`src/hdl/rmf_pkg.sv`:
```
// ----------------------------------------------------------------------------
// rmf_pkg: shared definitions for the row median filter
// Register indexes and fixed widths of the configuration port.
// ----------------------------------------------------------------------------
package rmf_pkg;

   // Configuration register indexes (word index on the register port).
   localparam logic REG_WINDOW_WIDTH = 1'b0;
   localparam logic REG_EDGE_MODE    = 1'b1;

   // Fixed field widths.
   localparam int WINDOW_W = 4;
   localparam int ADDR_W   = 3;
   localparam int DATA_W   = 32;

   // Window width after reset.
   localparam logic [WINDOW_W-1:0] WINDOW_RESET = 4'd3;

endpackage

```
`src/hdl/row_median_filter.sv`:
```
// ----------------------------------------------------------------------------
// row_median_filter: streaming running median over a row of samples
// Sample taps feed a chain of insertion sorting cells; the median is read
// from cell h of the sorted chain, the middle of the 2*h+1 values fed.
// ----------------------------------------------------------------------------
//   channel   prefix  direction  content
//   request   req_    in         sample, row_end
//   response  rsp_    out        median, run_last, row_done, short_row
//   register  csr_    in/out     window_width (0x0), edge_mode (0x4)
//
// Each result clears the chain, feeds it the 2*h+1 window values, lets it settle
// and then emits it; the sorting chain takes one value a cycle while feeding.
// A sample with no result leaves the filter idle; row_end flushes up to h+1.
// Reset clears control state; the sample taps are not cleared.
// A stalled response holds the filter after the next result is computed;
// a new request is taken while the last result still waits.
module row_median_filter
   import rmf_pkg::*;
#(
   parameter int MAX_WINDOW  = 15,
   parameter int SAMPLE_BITS = 16
) (
   input  logic                          clock,
   input  logic                          reset,
   input  logic                          req_valid,
   output logic                          req_ready,
   input  logic signed [SAMPLE_BITS-1:0] req_sample,
   input  logic                          req_row_end,
   output logic                          rsp_valid,
   input  logic                          rsp_ready,
   output logic signed [SAMPLE_BITS-1:0] rsp_median,
   output logic                          rsp_run_last,
   output logic                          rsp_row_done,
   output logic                          rsp_short_row,
   input  logic                          csr_psel,
   input  logic                          csr_penable,
   input  logic                          csr_pwrite,
   input  logic [ADDR_W-1:0]             csr_paddr,
   input  logic [DATA_W-1:0]             csr_pwdata,
   output logic [DATA_W-1:0]             csr_prdata,
   output logic                          csr_pready
);

   localparam int HALF_MAX = (MAX_WINDOW - 1) / 2;
   localparam int IDX_W    = (MAX_WINDOW > 1) ? $clog2(MAX_WINDOW) : 1;
   localparam int CNT_W    = $clog2(MAX_WINDOW + 1);
   localparam int AGE_W    = IDX_W + 3;

   typedef enum logic [2:0] {
      ST_IDLE, ST_CLEAR, ST_FEED, ST_SETTLE, ST_EMIT
   } state_type;

   // Configuration registers.
   logic [WINDOW_W-1:0] window_width_ff;
   logic                edge_mode_ff;
   logic                csr_write;

   assign csr_write  = csr_psel && csr_penable && csr_pwrite;
   assign csr_pready = 1'b1;

   always_ff @(posedge clock) begin
      if (reset) begin
         window_width_ff <= WINDOW_RESET;
         edge_mode_ff    <= 1'b0;
      end else if (csr_write) begin
         unique case (csr_paddr[2])
            REG_WINDOW_WIDTH: window_width_ff <= csr_pwdata[WINDOW_W-1:0];
            REG_EDGE_MODE:    edge_mode_ff    <= csr_pwdata[0];
            default:          ;
         endcase
      end
   end

   always_comb begin
      csr_prdata = '0;
      unique case (csr_paddr[2])
         REG_WINDOW_WIDTH: csr_prdata = DATA_W'(window_width_ff);
         REG_EDGE_MODE:    csr_prdata = DATA_W'(edge_mode_ff);
         default:          csr_prdata = '0;
      endcase
   end

   // Half window from the register, capped by the tap count.
   logic [WINDOW_W-2:0] half_raw;
   logic [IDX_W-1:0]    half_now;

   always_comb begin
      half_raw = (window_width_ff == '0) ? '0
                                         : (WINDOW_W-1)'((window_width_ff - 1'b1) >> 1);
      if (int'(half_raw) > HALF_MAX) begin
         half_now = IDX_W'(HALF_MAX);
      end else begin
         half_now = IDX_W'(half_raw);
      end
   end

   // Control registers.
   state_type                     state_ff;
   logic [CNT_W-1:0]              row_count_ff;
   logic [IDX_W-1:0]              half_ff, dist_ff, pos_ff, feed_ff;
   logic [CNT_W-1:0]              settle_ff;
   logic                          last_ff, short_ff, mirror_ff;
   logic                          rsp_valid_ff;
   logic signed [SAMPLE_BITS-1:0] median_ff;
   logic                          run_last_ff, row_done_ff, short_row_ff;
   logic signed [SAMPLE_BITS-1:0] taps_ff [MAX_WINDOW];

   logic                          req_take;
   logic [CNT_W-1:0]              count_next;
   logic [IDX_W-1:0]              pos_next;
   logic                          out_free;

   assign req_ready = (state_ff == ST_IDLE);
   assign req_take  = req_valid && req_ready;
   assign out_free  = !rsp_valid_ff || rsp_ready;

   always_comb begin
      count_next = (int'(row_count_ff) < MAX_WINDOW) ? CNT_W'(row_count_ff + 1'b1)
                                                     : row_count_ff;
      pos_next   = IDX_W'(count_next - 1'b1);
   end

   // Sample taps: shift line, newest at index zero.
   always_ff @(posedge clock) begin
      if (req_take) begin
         taps_ff[0] <= req_sample;
         for (int k = 1; k < MAX_WINDOW; k++) begin
            taps_ff[k] <= taps_ff[k-1];
         end
      end
   end

   // Window fetch with zero or mirror handling at the row edges.
   logic signed [AGE_W-1:0]       age_raw, age_fix, pos_ext;
   logic                          age_ok;
   logic signed [SAMPLE_BITS-1:0] feed_value;

   always_comb begin
      pos_ext = $signed(AGE_W'(pos_ff));
      age_raw = $signed(AGE_W'(dist_ff)) + $signed(AGE_W'(half_ff))
                - $signed(AGE_W'(feed_ff));
      age_fix = age_raw;
      if (mirror_ff) begin
         if (age_raw < 0) begin
            age_fix = -age_raw;
         end else if (age_raw > pos_ext) begin
            age_fix = (pos_ext <<< 1) - age_raw;
         end
      end
      age_ok     = (age_fix >= 0) && (age_fix <= pos_ext);
      feed_value = age_ok ? taps_ff[age_fix[IDX_W-1:0]] : '0;
   end

   // Sorting chain.
   logic                          chain_clear, chain_feed;
   logic                          link_valid [MAX_WINDOW+1];
   logic signed [SAMPLE_BITS-1:0] link_value [MAX_WINDOW+1];
   logic signed [SAMPLE_BITS-1:0] cell_value [MAX_WINDOW];

   assign chain_clear   = (state_ff == ST_CLEAR);
   assign chain_feed    = (state_ff == ST_FEED);
   assign link_valid[0] = chain_feed;
   assign link_value[0] = feed_value;

   for (genvar g = 0; g < MAX_WINDOW; g++) begin : g_cell
      rmf_sort_cell #(
         .SAMPLE_BITS(SAMPLE_BITS)
      ) u_cell (
         .clock     (clock),
         .reset     (reset),
         .clear     (chain_clear),
         .in_valid  (link_valid[g]),
         .in_value  (link_value[g]),
         .out_valid (link_valid[g+1]),
         .out_value (link_value[g+1]),
         .held_value(cell_value[g])
      );
   end

   // Sequencer and response register.
   always_ff @(posedge clock) begin
      if (reset) begin
         state_ff     <= ST_IDLE;
         row_count_ff <= '0;
         rsp_valid_ff <= 1'b0;
      end else begin
         // The emit state reloads the response register itself.
         if (rsp_valid_ff && rsp_ready && (state_ff != ST_EMIT)) begin
            rsp_valid_ff <= 1'b0;
         end
         unique case (state_ff)
            ST_IDLE: begin
               if (req_take) begin
                  half_ff   <= half_now;
                  mirror_ff <= edge_mode_ff;
                  pos_ff    <= pos_next;
                  last_ff   <= req_row_end;
                  short_ff  <= edge_mode_ff && (int'(count_next) <= int'(half_now));
                  if (req_row_end) begin
                     row_count_ff <= '0;
                     dist_ff      <= (pos_next < half_now) ? pos_next : half_now;
                     state_ff     <= ST_CLEAR;
                  end else begin
                     row_count_ff <= count_next;
                     dist_ff      <= half_now;
                     if (pos_next >= half_now) begin
                        state_ff <= ST_CLEAR;
                     end
                  end
               end
            end
            ST_CLEAR: begin
               feed_ff  <= '0;
               state_ff <= ST_FEED;
            end
            ST_FEED: begin
               feed_ff <= IDX_W'(feed_ff + 1'b1);
               if (feed_ff == IDX_W'({half_ff, 1'b0})) begin
                  settle_ff <= '0;
                  state_ff  <= ST_SETTLE;
               end
            end
            ST_SETTLE: begin
               settle_ff <= CNT_W'(settle_ff + 1'b1);
               if (int'(settle_ff) == MAX_WINDOW - 1) begin
                  state_ff <= ST_EMIT;
               end
            end
            ST_EMIT: begin
               if (out_free) begin
                  rsp_valid_ff <= 1'b1;
                  median_ff    <= cell_value[half_ff];
                  run_last_ff  <= !last_ff || (dist_ff == '0);
                  row_done_ff  <= last_ff && (dist_ff == '0);
                  short_row_ff <= last_ff && short_ff;
                  if (last_ff && (dist_ff != '0)) begin
                     dist_ff  <= IDX_W'(dist_ff - 1'b1);
                     state_ff <= ST_CLEAR;
                  end else begin
                     state_ff <= ST_IDLE;
                  end
               end
            end
            default: state_ff <= ST_IDLE;
         endcase
      end
   end

   assign rsp_valid     = rsp_valid_ff;
   assign rsp_median    = median_ff;
   assign rsp_run_last  = run_last_ff;
   assign rsp_row_done  = row_done_ff;
   assign rsp_short_row = short_row_ff;

endmodule

```
`src/hdl/rmf_sort_cell.sv`:
```
// ----------------------------------------------------------------------------
// rmf_sort_cell: one cell of the insertion sorting chain
// Keeps the smallest value it has seen and hands the larger one to the right.
// ----------------------------------------------------------------------------
module rmf_sort_cell
   import rmf_pkg::*;
#(
   parameter int SAMPLE_BITS = 16
) (
   input  logic                          clock,
   input  logic                          reset,
   input  logic                          clear,
   input  logic                          in_valid,
   input  logic signed [SAMPLE_BITS-1:0] in_value,
   output logic                          out_valid,
   output logic signed [SAMPLE_BITS-1:0] out_value,
   output logic signed [SAMPLE_BITS-1:0] held_value
);

   logic                          full_ff, full_in;
   logic signed [SAMPLE_BITS-1:0] value_ff, value_in;
   logic                          pass_ff, pass_in;
   logic signed [SAMPLE_BITS-1:0] pass_value_ff, pass_value_in;

   // Compare the arriving value with the held one.
   always_comb begin
      full_in       = full_ff;
      value_in      = value_ff;
      pass_in       = 1'b0;
      pass_value_in = pass_value_ff;
      if (clear) begin
         full_in = 1'b0;
      end else if (in_valid) begin
         if (!full_ff) begin
            full_in  = 1'b1;
            value_in = in_value;
         end else if (in_value < value_ff) begin
            value_in      = in_value;
            pass_in       = 1'b1;
            pass_value_in = value_ff;
         end else begin
            pass_in       = 1'b1;
            pass_value_in = in_value;
         end
      end
   end

   // Control bits are reset; values are not.
   always_ff @(posedge clock) begin
      if (reset) begin
         full_ff <= 1'b0;
         pass_ff <= 1'b0;
      end else begin
         full_ff <= full_in;
         pass_ff <= pass_in;
      end
      value_ff      <= value_in;
      pass_value_ff <= pass_value_in;
   end

   assign out_valid  = pass_ff;
   assign out_value  = pass_value_ff;
   assign held_value = value_ff;

endmodule

```
`config.mk`:
```
export PLATFORM = sky130hd
export DESIGN_NAME = row_median_filter
export DESIGN_NICKNAME = d
export VERILOG_FILES = /design/src/hdl/rmf_pkg.sv /design/src/hdl/row_median_filter.sv /design/src/hdl/rmf_sort_cell.sv
export SDC_FILE = /design/constraint.sdc
export NUM_CORES = 1
export LEC_CHECK = 0
export BUFFER_PORTS_ARGS = -buffer_cell sky130_fd_sc_hd__buf_2
export CAP_MARGIN = 20
export CORE_ASPECT_RATIO = 0.75
export CORE_MARGIN = 4
export CORE_UTILIZATION = 30
export DETAILED_ROUTE_END_ITERATION = 16
export PLACE_DENSITY = 0.54
export SYNTH_ARGS = -nofsm -noshare
export SYNTH_HDL_FRONTEND = slang
export SYNTH_HIERARCHICAL = 1
export SYNTH_SLANG_ARGS = --single-unit
```
`constraint.sdc`:
```
create_clock -name clock -period 10.1 [get_ports clock]
set_input_delay 1.01 -clock clock [delete_from_list [all_inputs] [get_ports clock]]
set_output_delay 1.01 -clock clock [all_outputs]
set_load 0.005 [all_outputs]
```
Word-level counts from Yosys, hierarchy flattened --
Memories as Yosys holds them, arrays and structs flattened. Cells that the tools add are included.
Storage, ports and cells: word-level logic and storage cells 321, bits in writable memories 240, register bits 547, output and inout port bits 54, memories kept 1
Memories:
- taps_ff | depth 15, bits a word 16, read ports 15, clocked after memory_dff 0, write ports 15, RTL line row_median_filter.sv:106 | logic signed [SAMPLE_BITS-1:0] taps_ff [MAX_WINDOW];
Operators by class: bitwise operators 18, reduce and logical (&&, ||, !) cells 74, $lt $le $gt $ge 24, mux-type cells 91, add/sub/neg operators 10, eq/ne operators 28
Operator list (count):
- $mux 16 | 47
- $lt 16x16->1 | 15
- $reduce_and 3->1 | 32
- $bmux 16 s4 | 1
- $pmux 32 s2 | 1
- $reduce_or 3->1 | 14
- $ne 2x2->1 const B | 18
- $mux 4 | 8
- $pmux 4 s2 | 3
- $mux 3 | 7
- $mux 7 | 3
- $mux 1 | 20
- $not 1->1 | 17
- $pmux 3 s5 | 1
- $add 4x1->4 const B | 3
- $sub 4x1->4 const B | 3
- $logic_and 1x1->1 | 10
- $reduce_and 5->1 | 2
- $logic_not 4->1 | 2
- $reduce_and 2->1 | 4
- $ge 7x1->1 const B | 1
- $le 7x5->1 | 1
- $neg 6->7 | 1
- $sub 6x6->7 | 1
- 24 further kinds | 30

Logic depth before layout (Yosys ltp) --
Gate-level depths: netlist of the first run.
depth in word-level cells 12, gate-level depth with buffers 34, mapped depth without buffers 27

By module --
The synthesis of the first run kept the hierarchy.
Modules (own cells, without submodules):
- rmf_sort_cell | times used 8, sequential area each 1001.0 µm², cells each 207, area an instance 2115.8 µm²
- row_median_filter | times used 1, sequential area each 8698.3 µm², cells each 925, area an instance 13715.7 µm²

Least setup slack after synthesis of the first run --
No wires, ideal clock.
path kind reg2reg, start reg half_ff[1], end reg g_cell[0].u_cell.value_ff[0] (enable), buffers on the path 6, period minus slack after synthesis 8.628 ns, arrival time 8.214 ns, required time 9.686 ns, setup slack 1.472 ns, stages on the path, launching flop included 34, setup time 0.414 ns, cell sequence edfxtp_1 -> clkbuf_1 -> buf_1 -> inv_1 -> fa_1 -> inv_1 -> ha_1 -> a21o_1 -> a21oi_1 -> xor2_1 -> ha_1 -> a21oi_1 -> a21oi_1 -> nand2b_2 -> a211oi_2 -> buf_2 -> buf_4 -> inv_1 -> ha_1 -> nor2b_1 -> o21ai_0 -> nand2b_1 -> a21oi_1 -> a41oi_1 -> a221oi_2 -> buf_2 -> o41a_1 -> ha_1 -> and3_1 -> o311a_1 -> o21ai_2 -> clkbuf_1 -> a311oi_1 -> a211oi_1
Between the ends: cells in the longest elaborated chain, start to end 12
RTL lines:
- start, declared | RTL line row_median_filter.sv:100 | logic [IDX_W-1:0] half_ff, dist_ff, pos_ff, feed_ff;
- start signal, assigned | RTL line row_median_filter.sv:194 | half_ff <= half_now;
- $add 4x3->5 * | RTL line row_median_filter.sv:140 | age_raw = $signed(AGE_W'(dist_ff)) + $signed(AGE_W'(half_ff))
- $sub 5x4->6 * | RTL line row_median_filter.sv:141 | - $signed(AGE_W'(feed_ff));
- $sub 6x6->7 or $gt 6x5->1 (tied branches) | RTL line row_median_filter.sv:147, row_median_filter.sv:146
- $mux 7 | RTL line row_median_filter.sv:146 | end else if (age_raw > pos_ext) begin
- $mux 7 | RTL line row_median_filter.sv:144 | if (age_raw < 0) begin
- $mux 7 * | RTL line row_median_filter.sv:143 | if (mirror_ff) begin
- $ge 7x1->1 or $le 7x5->1 (tied branches) | RTL line row_median_filter.sv:150 | age_ok = (age_fix >= 0) && (age_fix <= pos_ext);
- $logic_and 1x1->1 | RTL line row_median_filter.sv:150
- $mux 16 * | RTL line row_median_filter.sv:151 | feed_value = age_ok ? taps_ff[age_fix[IDX_W-1:0]] : '0;
- via feed_value[6] | RTL line row_median_filter.sv:136 | logic signed [SAMPLE_BITS-1:0] feed_value;
- $lt 16x16->1 * | RTL line rmf_sort_cell.sv:37 | end else if (in_value < value_ff) begin
- $ne 2x2->1 (no source line) *
- $reduce_and 3->1 (no source line) *
- end signal, assigned | RTL line rmf_sort_cell.sv:57 | value_ff <= value_in;
- end, declared | RTL line rmf_sort_cell.sv:21 | logic signed [SAMPLE_BITS-1:0] value_ff, value_in;
The timed path passes the listed nets; every way through them passes the cells marked *. A chain may end at the register's enable or synchronous reset.

Worst setup path after layout of the first run --
start reg half_ff[2], end reg g_cell[0].u_cell.pass_value_ff[1] (data pin)
Between the ends: cells in the longest elaborated chain, start to end 11
RTL lines:
- $add 4x3->5 * | RTL line row_median_filter.sv:140
- $sub 5x4->6 * | RTL line row_median_filter.sv:141
- $sub 6x6->7 or $gt 6x5->1 (tied branches) | RTL line row_median_filter.sv:147, row_median_filter.sv:146
- $mux 7 | RTL line row_median_filter.sv:146
- $mux 7 | RTL line row_median_filter.sv:144
- $mux 7 * | RTL line row_median_filter.sv:143
- $ge 7x1->1 or $le 7x5->1 (tied branches) | RTL line row_median_filter.sv:150
- $logic_and 1x1->1 | RTL line row_median_filter.sv:150
- $mux 16 * | RTL line row_median_filter.sv:151
- via feed_value[1] | RTL line row_median_filter.sv:136
- $lt 16x16->1 | RTL line rmf_sort_cell.sv:37
- $mux 16 * | RTL line rmf_sort_cell.sv:37
- end signal, assigned | RTL line rmf_sort_cell.sv:58 | pass_value_ff <= pass_value_in;
- end, declared | RTL line rmf_sort_cell.sv:23 | logic signed [SAMPLE_BITS-1:0] pass_value_ff, pass_value_in;
Marked as above.

==> flow_metrics.tcl, run 1 <==
set metrics [dict create \
    boundaryPins 113 \
    final_nets 2679 \
    cts-root-buf "clkbuf_16" \
    fp.dieH_um 280 \
    wl_mm 79.8 \
    worst_hold_path_type "flop to flop" \
    ctsHoldBuffers 0 \
    drive_gt1_frac 0.121 \
    place_area_um2 31000 \
    tns_ps 0 \
    cap_viol_max_count 0 \
    tightest_slew_ps 961 \
    ir_drop_mv 0.187 \
    row_count 99 \
    portBuffers 53 \
    grt.overflow.total 0 \
    cts_inserted_buffers 60 \
    rsz0062_at_grt "no" \
    post_drt_wl_per_cell_um 20.9 \
    coreArea_um2 97500 \
    antenna_found_initial 7 \
    drc 0 \
    yosysWarnings 6 \
    slew_headroom 0.358 \
    post_cts_resized 0 \
    syn_to_final_growth_pct 11.5 \
    fin_crit_sh 0.834 \
    cts_num_sinks 549 \
    p_leak_nw 12.1 \
    cts_tree "built" \
    cts_buffer_depth 3 \
    arrival_ps 8840 \
    required_ps 10510 \
    htree_levels 2 \
    met3_length_mm 6.83 \
    antenna_cells 0 \
    status "finished clean" \
    fin_area_um2 32900 \
    ant_nets 0 \
    via_per_inst 5.47 \
    powerDensity_nw_per_um2 224 \
    startpoint_type "flop" \
    max_freq_mhz 119 \
    grt_max_degree 129 \
    avgSynthCellArea_um2 12.0 \
    clkSlewWorstSetupHoldPaths_ps 60 \
    highest_layer "met4" \
    die_w_um 370 \
    place_congestion 0.855 \
    synthesis.area_um2 29500 \
    start_util 0.303 \
    grt_pass1_vias 20400 \
    drt-met1-wl_mm 39.0 \
    drt_first_pass_iters 8 \
    hold_violations 0 \
    min_period_ps 8430 \
    drv_slew 0 \
    dp_hpwl_mm 55.6 \
    via_count 20900 \
    synth_cells 2462 \
    grt_util_all_layers 0.149 \
    die-area_um2 104000 \
    cp_max_fo 18 \
    setup_viol 0 \
    post_cts_buffers 0 \
    grt_pass1_wl_mm 123 \
    drtIter0Drc 2538 \
    clock_latency_ps 670 \
    clock_skew_ps 77.6 \
    routed-wl-met2_mm 32.5 \
    cp-end-kind "flop" \
    crit_type "flop to flop" \
]
routing by layer:
metal	track usage	vias up
li1	-	9484
met1	0.232	10500
met2	0.211	877
met3	0.0293	112
met4	0.0377	0
met5	0	-
worst max-delay path: stages, from the launching register on:
cell	delay (ps)
edfxtp_1	320
buf_4	240
clkinv_1	560
fa_1	730
inv_1	40
ha_1	330
a21oi_1	180
xor2_1	310
ha_1	320
a21oi_1	140
a21oi_1	140
nand2b_2	260
a211oi_4	280
inv_1	70
ha_1	290
nor2b_1	130
o21ai_0	170
nand2b_1	90
a21oi_1	170
a41oi_1	70
a221oi_2	190
buf_4	350
o41a_1	530
ha_1	330
a2111oi_2	380
or4_1	600
nand3_2	410
a311o_1	490
cell usage in the layout, fill, tap and decap left out, types with 47 or more instances in the layout:
master       n
inv_1      169
mux2i_1    116
a31oi_1    110
ha_1       150
a2111oi_0   99
a311o_1    105
nand2_1    393
o22ai_1     51
clkbuf_16   60
buf_4       47
nor2_1      88
buf_2       53
edfxtp_1   521
through the flow:
stage,setup WS (ps),util,total power [mW],instances,hold WS (ps)
5_1_grt,1130,0.338,7.79,3824,405
3_3_place_gp,1720,0.318,5.20,3711,429
3_5_place_dp,1780,0.318,5.25,3712,431
4_1_cts,1780,0.337,7.45,3820,393
6_report,1670,0.338,7.38,3824,393
2_1_floorplan,1470,-,4.69,2489,417
power by group:
part           internal, mW  switching [mW]
sequential             2.84           0.121
clock                  1.23           0.938
combinational         0.830            1.42
path summary, 6_finish.rpt:
check / startpoint / to / slack, ps / cells after the start
worst min register to register: g_cell[6].u_cell/out_value[11] / g_cell[7].u_cell/held_value[11] / 390 / 0
worst max register to register: half_ff[2] / g_cell[0].u_cell/out_value[1] / 1670 / 27
worst min-delay path: g_cell[6].u_cell/out_value[11] / g_cell[7].u_cell/held_value[11] / 390 / 0
worst max-delay path: half_ff[2] / g_cell[0].u_cell/out_value[1] / 1670 / 27
final cells by class:
cell class,count,area [um2]
Multi-Input combinational cell,1575,11800
Timing Repair Buffer,104,692
Sequential cell,549,16200
Inverter,175,667
Tap cell,1313,1640
Clock buffer,78,1580
Clock inverter,30,343
Fill cell,9489,64500
sequential cells by signal (all words and copies together), names as in the netlist, 3 cells and up:
signal / cells
dist_ff: 4
feed_ff: 4
g_cell.u_cell/full_ff: 8
g_cell.u_cell/held_value: 128
g_cell.u_cell/out_valid: 7
g_cell.u_cell/out_value: 112
half_ff: 3
pos_ff: 4
row_count_ff: 4
rsp_median: 16
settle_ff: 4
state_ff: 3
taps_ff: 240
window_width_ff: 4
Note: power is estimated with default switching activity, not from simulation.
==> run 2: changes to the inputs <==
- clock period: 10.1 -> 8.73 ns (I/O delays scaled with it)
==> flow_metrics.tcl, run 2 (synthesized netlist as in run 1, its figures left out) <==
set metrics [dict create \
    fp.dieH_um 280 \
    crit_start "half_ff[2]" \
    via_count 20900 \
    post_drt_wl_per_cell_um 20.7 \
    endpoint "g_cell[0].u_cell/out_value[1]" \
    grt_max_degree 155 \
    rsz0062_at_grt "no" \
    cp_slowest_stage_delay_ps 630 \
    cts_inserted_buffers 58 \
    cap_viol_max_count 0 \
    grt_util_all_layers 0.148 \
    tns_ps 0 \
    coreArea_um2 97500 \
    r2r_end "g_cell[0].u_cell/out_value[1]" \
    p_leak_nw 12.0 \
    min_period_ps 7900 \
    ir_drop_mv 0.305 \
    cts_num_sinks 549 \
    post_cts_resized 0 \
    multi_input_area_um2 11800 \
    via_per_inst 5.47 \
    die_w_um 370 \
    start_util 0.303 \
    slew_headroom 0.245 \
    syn_to_final_growth_pct 11.2 \
    r2r_cells 29 \
    drtIter0Drc 2255 \
    post_cts_buffers 0 \
    boundaryPins 113 \
    portBuffers 53 \
    hold_violations 0 \
    r2r-start "half_ff[2]" \
    clkSlewWorstSetupHoldPaths_ps 60 \
    mostFrequentLayoutCells "edfxtp_1, nand2_1, inv_1" \
    dp_cells 3712 \
    ctsHoldBuffers 0 \
    fillCellCount 9529 \
    wl_mm 78.9 \
    arrival_ps 8290 \
    drv_slew 0 \
    fin_crit_sh 0.905 \
    crit_type "flop to flop" \
    worst_hold_slack_ps 403 \
    clock_latency_ps 650 \
    cts_tree "built" \
    r2r_setup_slack_ps 830 \
    worst_hold_path_type "input port to flop" \
    grt_pass1_wl_mm 122 \
    cp-end-kind "flop" \
    dp_hpwl_mm 55.5 \
    slowest_stage "o21ai_2" \
    row_count 99 \
    final_cells 3818 \
    antenna_found_initial 3 \
    grt.overflow.total 0 \
    startpoint_type "flop" \
    die-area_um2 104000 \
    cts_buffer_depth 3 \
    status "finished clean" \
    ant_nets 0 \
    final_nets 2675 \
    setup_viol 0 \
    drt_first_pass_iters 6 \
    largest_reg_flops 240 \
    ff_latch_area_um2 16200 \
    htree_levels 2 \
    final_common_cell "edfxtp_1" \
    drc 0 \
    tightest_slew_ps 1120 \
    min_from "req_sample[12]" \
    cts-root-buf "clkbuf_16" \
    cp_max_fo 18 \
    place_congestion 0.864 \
    drive_gt1_frac 0.120 \
    largest_register "taps_ff" \
    antenna_cells 0 \
    max_freq_mhz 127 \
    powerDensity_nw_per_um2 257 \
    grt_pass1_vias 20100 \
    required_ps 9120 \
    clock_skew_ps 60.2 \
]
run 2: through the flow:
stage          total power, mW  cell area [um2]  setup slack [ps]   util
2_1_floorplan             5.43            29600               102      -
4_1_cts                   8.51            32800               832  0.336
3_5_place_dp              6.06            31000               861  0.318
3_3_place_gp              6.01            31000               833  0.318
6_report                  8.43            32800               831  0.337
5_1_grt                   8.92            32800               239  0.337
run 2: layout make-up:
class / instances / share of cell area
repair buffers: 102 / 0.0204
clock buffers: 71 / 0.0463
inverters: 175 / 0.0203
flip-flops and latches: 549 / 0.494
clock inverters: 33 / 0.00949
multi-input cells: 1575 / 0.360
well taps: 1313 / 0.0500
run 2: worst min-delay path by stage:
stage          slack [ps]                        endpoint  cells after the start
4_1_cts               350                  taps_ff[0][12]                      1
6_report              400                  taps_ff[0][12]                      1
2_1_floorplan         420  g_cell[7].u_cell/held_value[0]                      0
3_5_place_dp          430                 taps_ff[14][13]                      0
5_1_grt               360                   taps_ff[0][5]                      1
3_3_place_gp          430                  taps_ff[9][15]                      0
run 2: worst max-delay path, delay by kind of cell (launching register included):
family | cells | cell delay [ps]
xor gates and xnor gates | 1 | 310
buffers and inverters | 6 | 980
and+or+nand+nor | 5 | 1130
AOI/OAI and AO/OA | 12 | 3080
DFF | 1 | 320
adders and majority gates | 5 | 1790
run 2: report_power, final:
part	internal [mW]	total, mW	switching, mW
Sequential	3.29	3.43	0.140
Clock	1.36	2.41	1.05
Combinational	0.959	2.60	1.64
run 2: metal layers:
metal	vias to the layer above	track usage	part of all wire
li1	9479	-	-
met1	10400	0.232	0.50
met2	881	0.208	0.41
met3	129	0.0262	0.077
met4	0	0.0413	0.022
met5	-	0	0
==> run 3: changes to the inputs <==
- clock period: 8.73 -> 8.3 ns (I/O delays scaled with it)
==> flow_metrics.tcl, run 3 (synthesized netlist as in run 1, its figures left out) <==
set metrics [dict create \
    clock_latency_ps 640 \
    crit_type "flop to flop" \
    cts-root-buf "clkbuf_16" \
    syn_to_final_growth_pct 11.7 \
    fin_area_um2 33000 \
    powerDensity_nw_per_um2 274 \
    tightest_slew_ps 1110 \
    cts_tree "built" \
    cp_slowest_stage_delay_ps 600 \
    r2r_cells 29 \
    ir_drop_mv 0.342 \
    post_cts_buffers 0 \
    wl_mm 77.7 \
    drive_gt1_frac 0.124 \
    hold_path_depth 1 \
    slew_headroom 0.255 \
    htree_levels 2 \
    r2r_setup_slack_ps 510 \
    place_congestion 0.850 \
    die_w_um 370 \
    place_area_um2 31100 \
    antenna_found_initial 2 \
    fin_crit_sh 0.939 \
    via_count 21000 \
    drtIter0Drc 2162 \
    arrival_ps 8170 \
    grt.overflow.total 0 \
    drc 0 \
    grt_pass1_vias 20100 \
    setup_viol 0 \
    hold_violations 0 \
    row_count 99 \
    dp_hpwl_mm 54.1 \
    boundaryPins 113 \
    cts_inserted_buffers 59 \
    r2r_end "g_cell[0].u_cell/out_value[9]" \
    coreArea_um2 97500 \
    grt_pass1_wl_mm 120 \
    fp.dieH_um 280 \
    via_per_inst 5.46 \
    required_ps 8670 \
    worst_hold_path_type "input port to flop" \
    slowest_stage "o21a_1" \
    mostFrequentLayoutCells "edfxtp_1, nand2_1, inv_1" \
    drv_slew 0 \
    die-area_um2 104000 \
    largest_reg_flops 240 \
    cts_num_sinks 549 \
    drt_first_pass_iters 9 \
    cts_buffer_depth 3 \
    clkSlewWorstSetupHoldPaths_ps 70 \
    post_drt_wl_per_cell_um 20.2 \
    final_nets 2690 \
    tns_ps 0 \
    worst_hold_slack_ps 377 \
    min_period_ps 7790 \
    grt_util_all_layers 0.145 \
    cp_max_fo 17 \
    clock_skew_ps 24.5 \
    cp-end-kind "flop" \
    min_from "req_sample[13]" \
    final_common_cell "edfxtp_1" \
    status "finished clean" \
    start_util 0.303 \
    p_leak_nw 12.1 \
    max_freq_mhz 128 \
    rsz0062_at_grt "no" \
    grt_max_degree 129 \
    r2r-start "half_ff[2]" \
    post_cts_resized 0 \
    ant_nets 0 \
    startpoint_type "flop" \
    largest_register "taps_ff" \
    min_to "taps_ff[0][13]" \
    portBuffers 53 \
    cap_viol_max_count 0 \
    ctsHoldBuffers 0 \
]
==> run 3: cell types whose count changed in the layout (fill, tap and decap cells not counted) <==
cell / delta
clkinv_16: -1
buf_4: +15
buf_6: -1
diode_2: +1
clkbuf_16: +1
clkbuf_1: +6
clkbuf_8: -2
clkinv_8: +1
clkinv_2: -2
clkinv_1: +1
bufinv_16: +2
==> run 3: per-layer routing <==
metal  wire length (um)  vias up  global-route usage
met5                  0        -                   0
met4               1610        0              0.0379
met3               5050      127              0.0213
met2              31700      859               0.206
met1              39300    10500               0.227
li1                   -     9524                   -
==> run 3: power by group <==
group / internal [mW] / switching, mW / total [mW] / leakage [nW]
clock network: 1.50 / 1.13 / 2.63 / 0.918
registers: 3.46 / 0.151 / 3.61 / 5.07
logic: 1.03 / 1.76 / 2.79 / 6.11
total: 5.98 / 3.04 / 9.03 / 12.1
==> run 3: worst max-delay path by stage <==
stage                     from                        endpoint  slack (ps)  cells after the start
floorplan           half_ff[1]  g_cell[0].u_cell/held_value[0]         200                     33
CTS                 half_ff[2]   g_cell[0].u_cell/out_value[8]         610                     29
finish              half_ff[2]   g_cell[0].u_cell/out_value[9]         510                     29
global route        half_ff[2]   g_cell[0].u_cell/out_value[2]          70                     29
detailed placement  half_ff[2]   g_cell[0].u_cell/out_value[7]         660                     29
global placement    half_ff[2]  g_cell[0].u_cell/out_value[10]         650                     29
==> run 3: stage by stage <==
stage | std cells | util | power (mW) | setup slack, ps
after global routing | 3838 | 0.338 | 9.50 | 74.3
after detailed placement | 3726 | 0.319 | 6.41 | 657
after floorplan | 2489 | - | 5.71 | 202
final | 3839 | 0.338 | 9.03 | 508
after global placement | 3726 | 0.319 | 6.34 | 653
after CTS | 3836 | 0.338 | 9.09 | 609
==> run 3: final cells by class <==
cell class / count / area (um2)
Inverter: 175 / 667
Tap cell: 1313 / 1640
Clock buffer: 76 / 1540
Multi-Input combinational cell: 1575 / 11800
Antenna cell: 1 / 2.50
Clock inverter: 34 / 352
Sequential cell: 549 / 16200
Fill cell: 9520 / 64500
Timing Repair Buffer: 116 / 771
==> run 3: worst max-delay path, delay by kind of cell, from the launching register on <==
family	cells	cell delay [ps]
adder cells (fa/ha/maj)	5	1810
AND/OR/NAND/NOR	5	1140
buffers and inverters	6	960
XOR/XNOR	1	290
AO/OA/AOI/OAI	12	2960
flip-flops	1	360
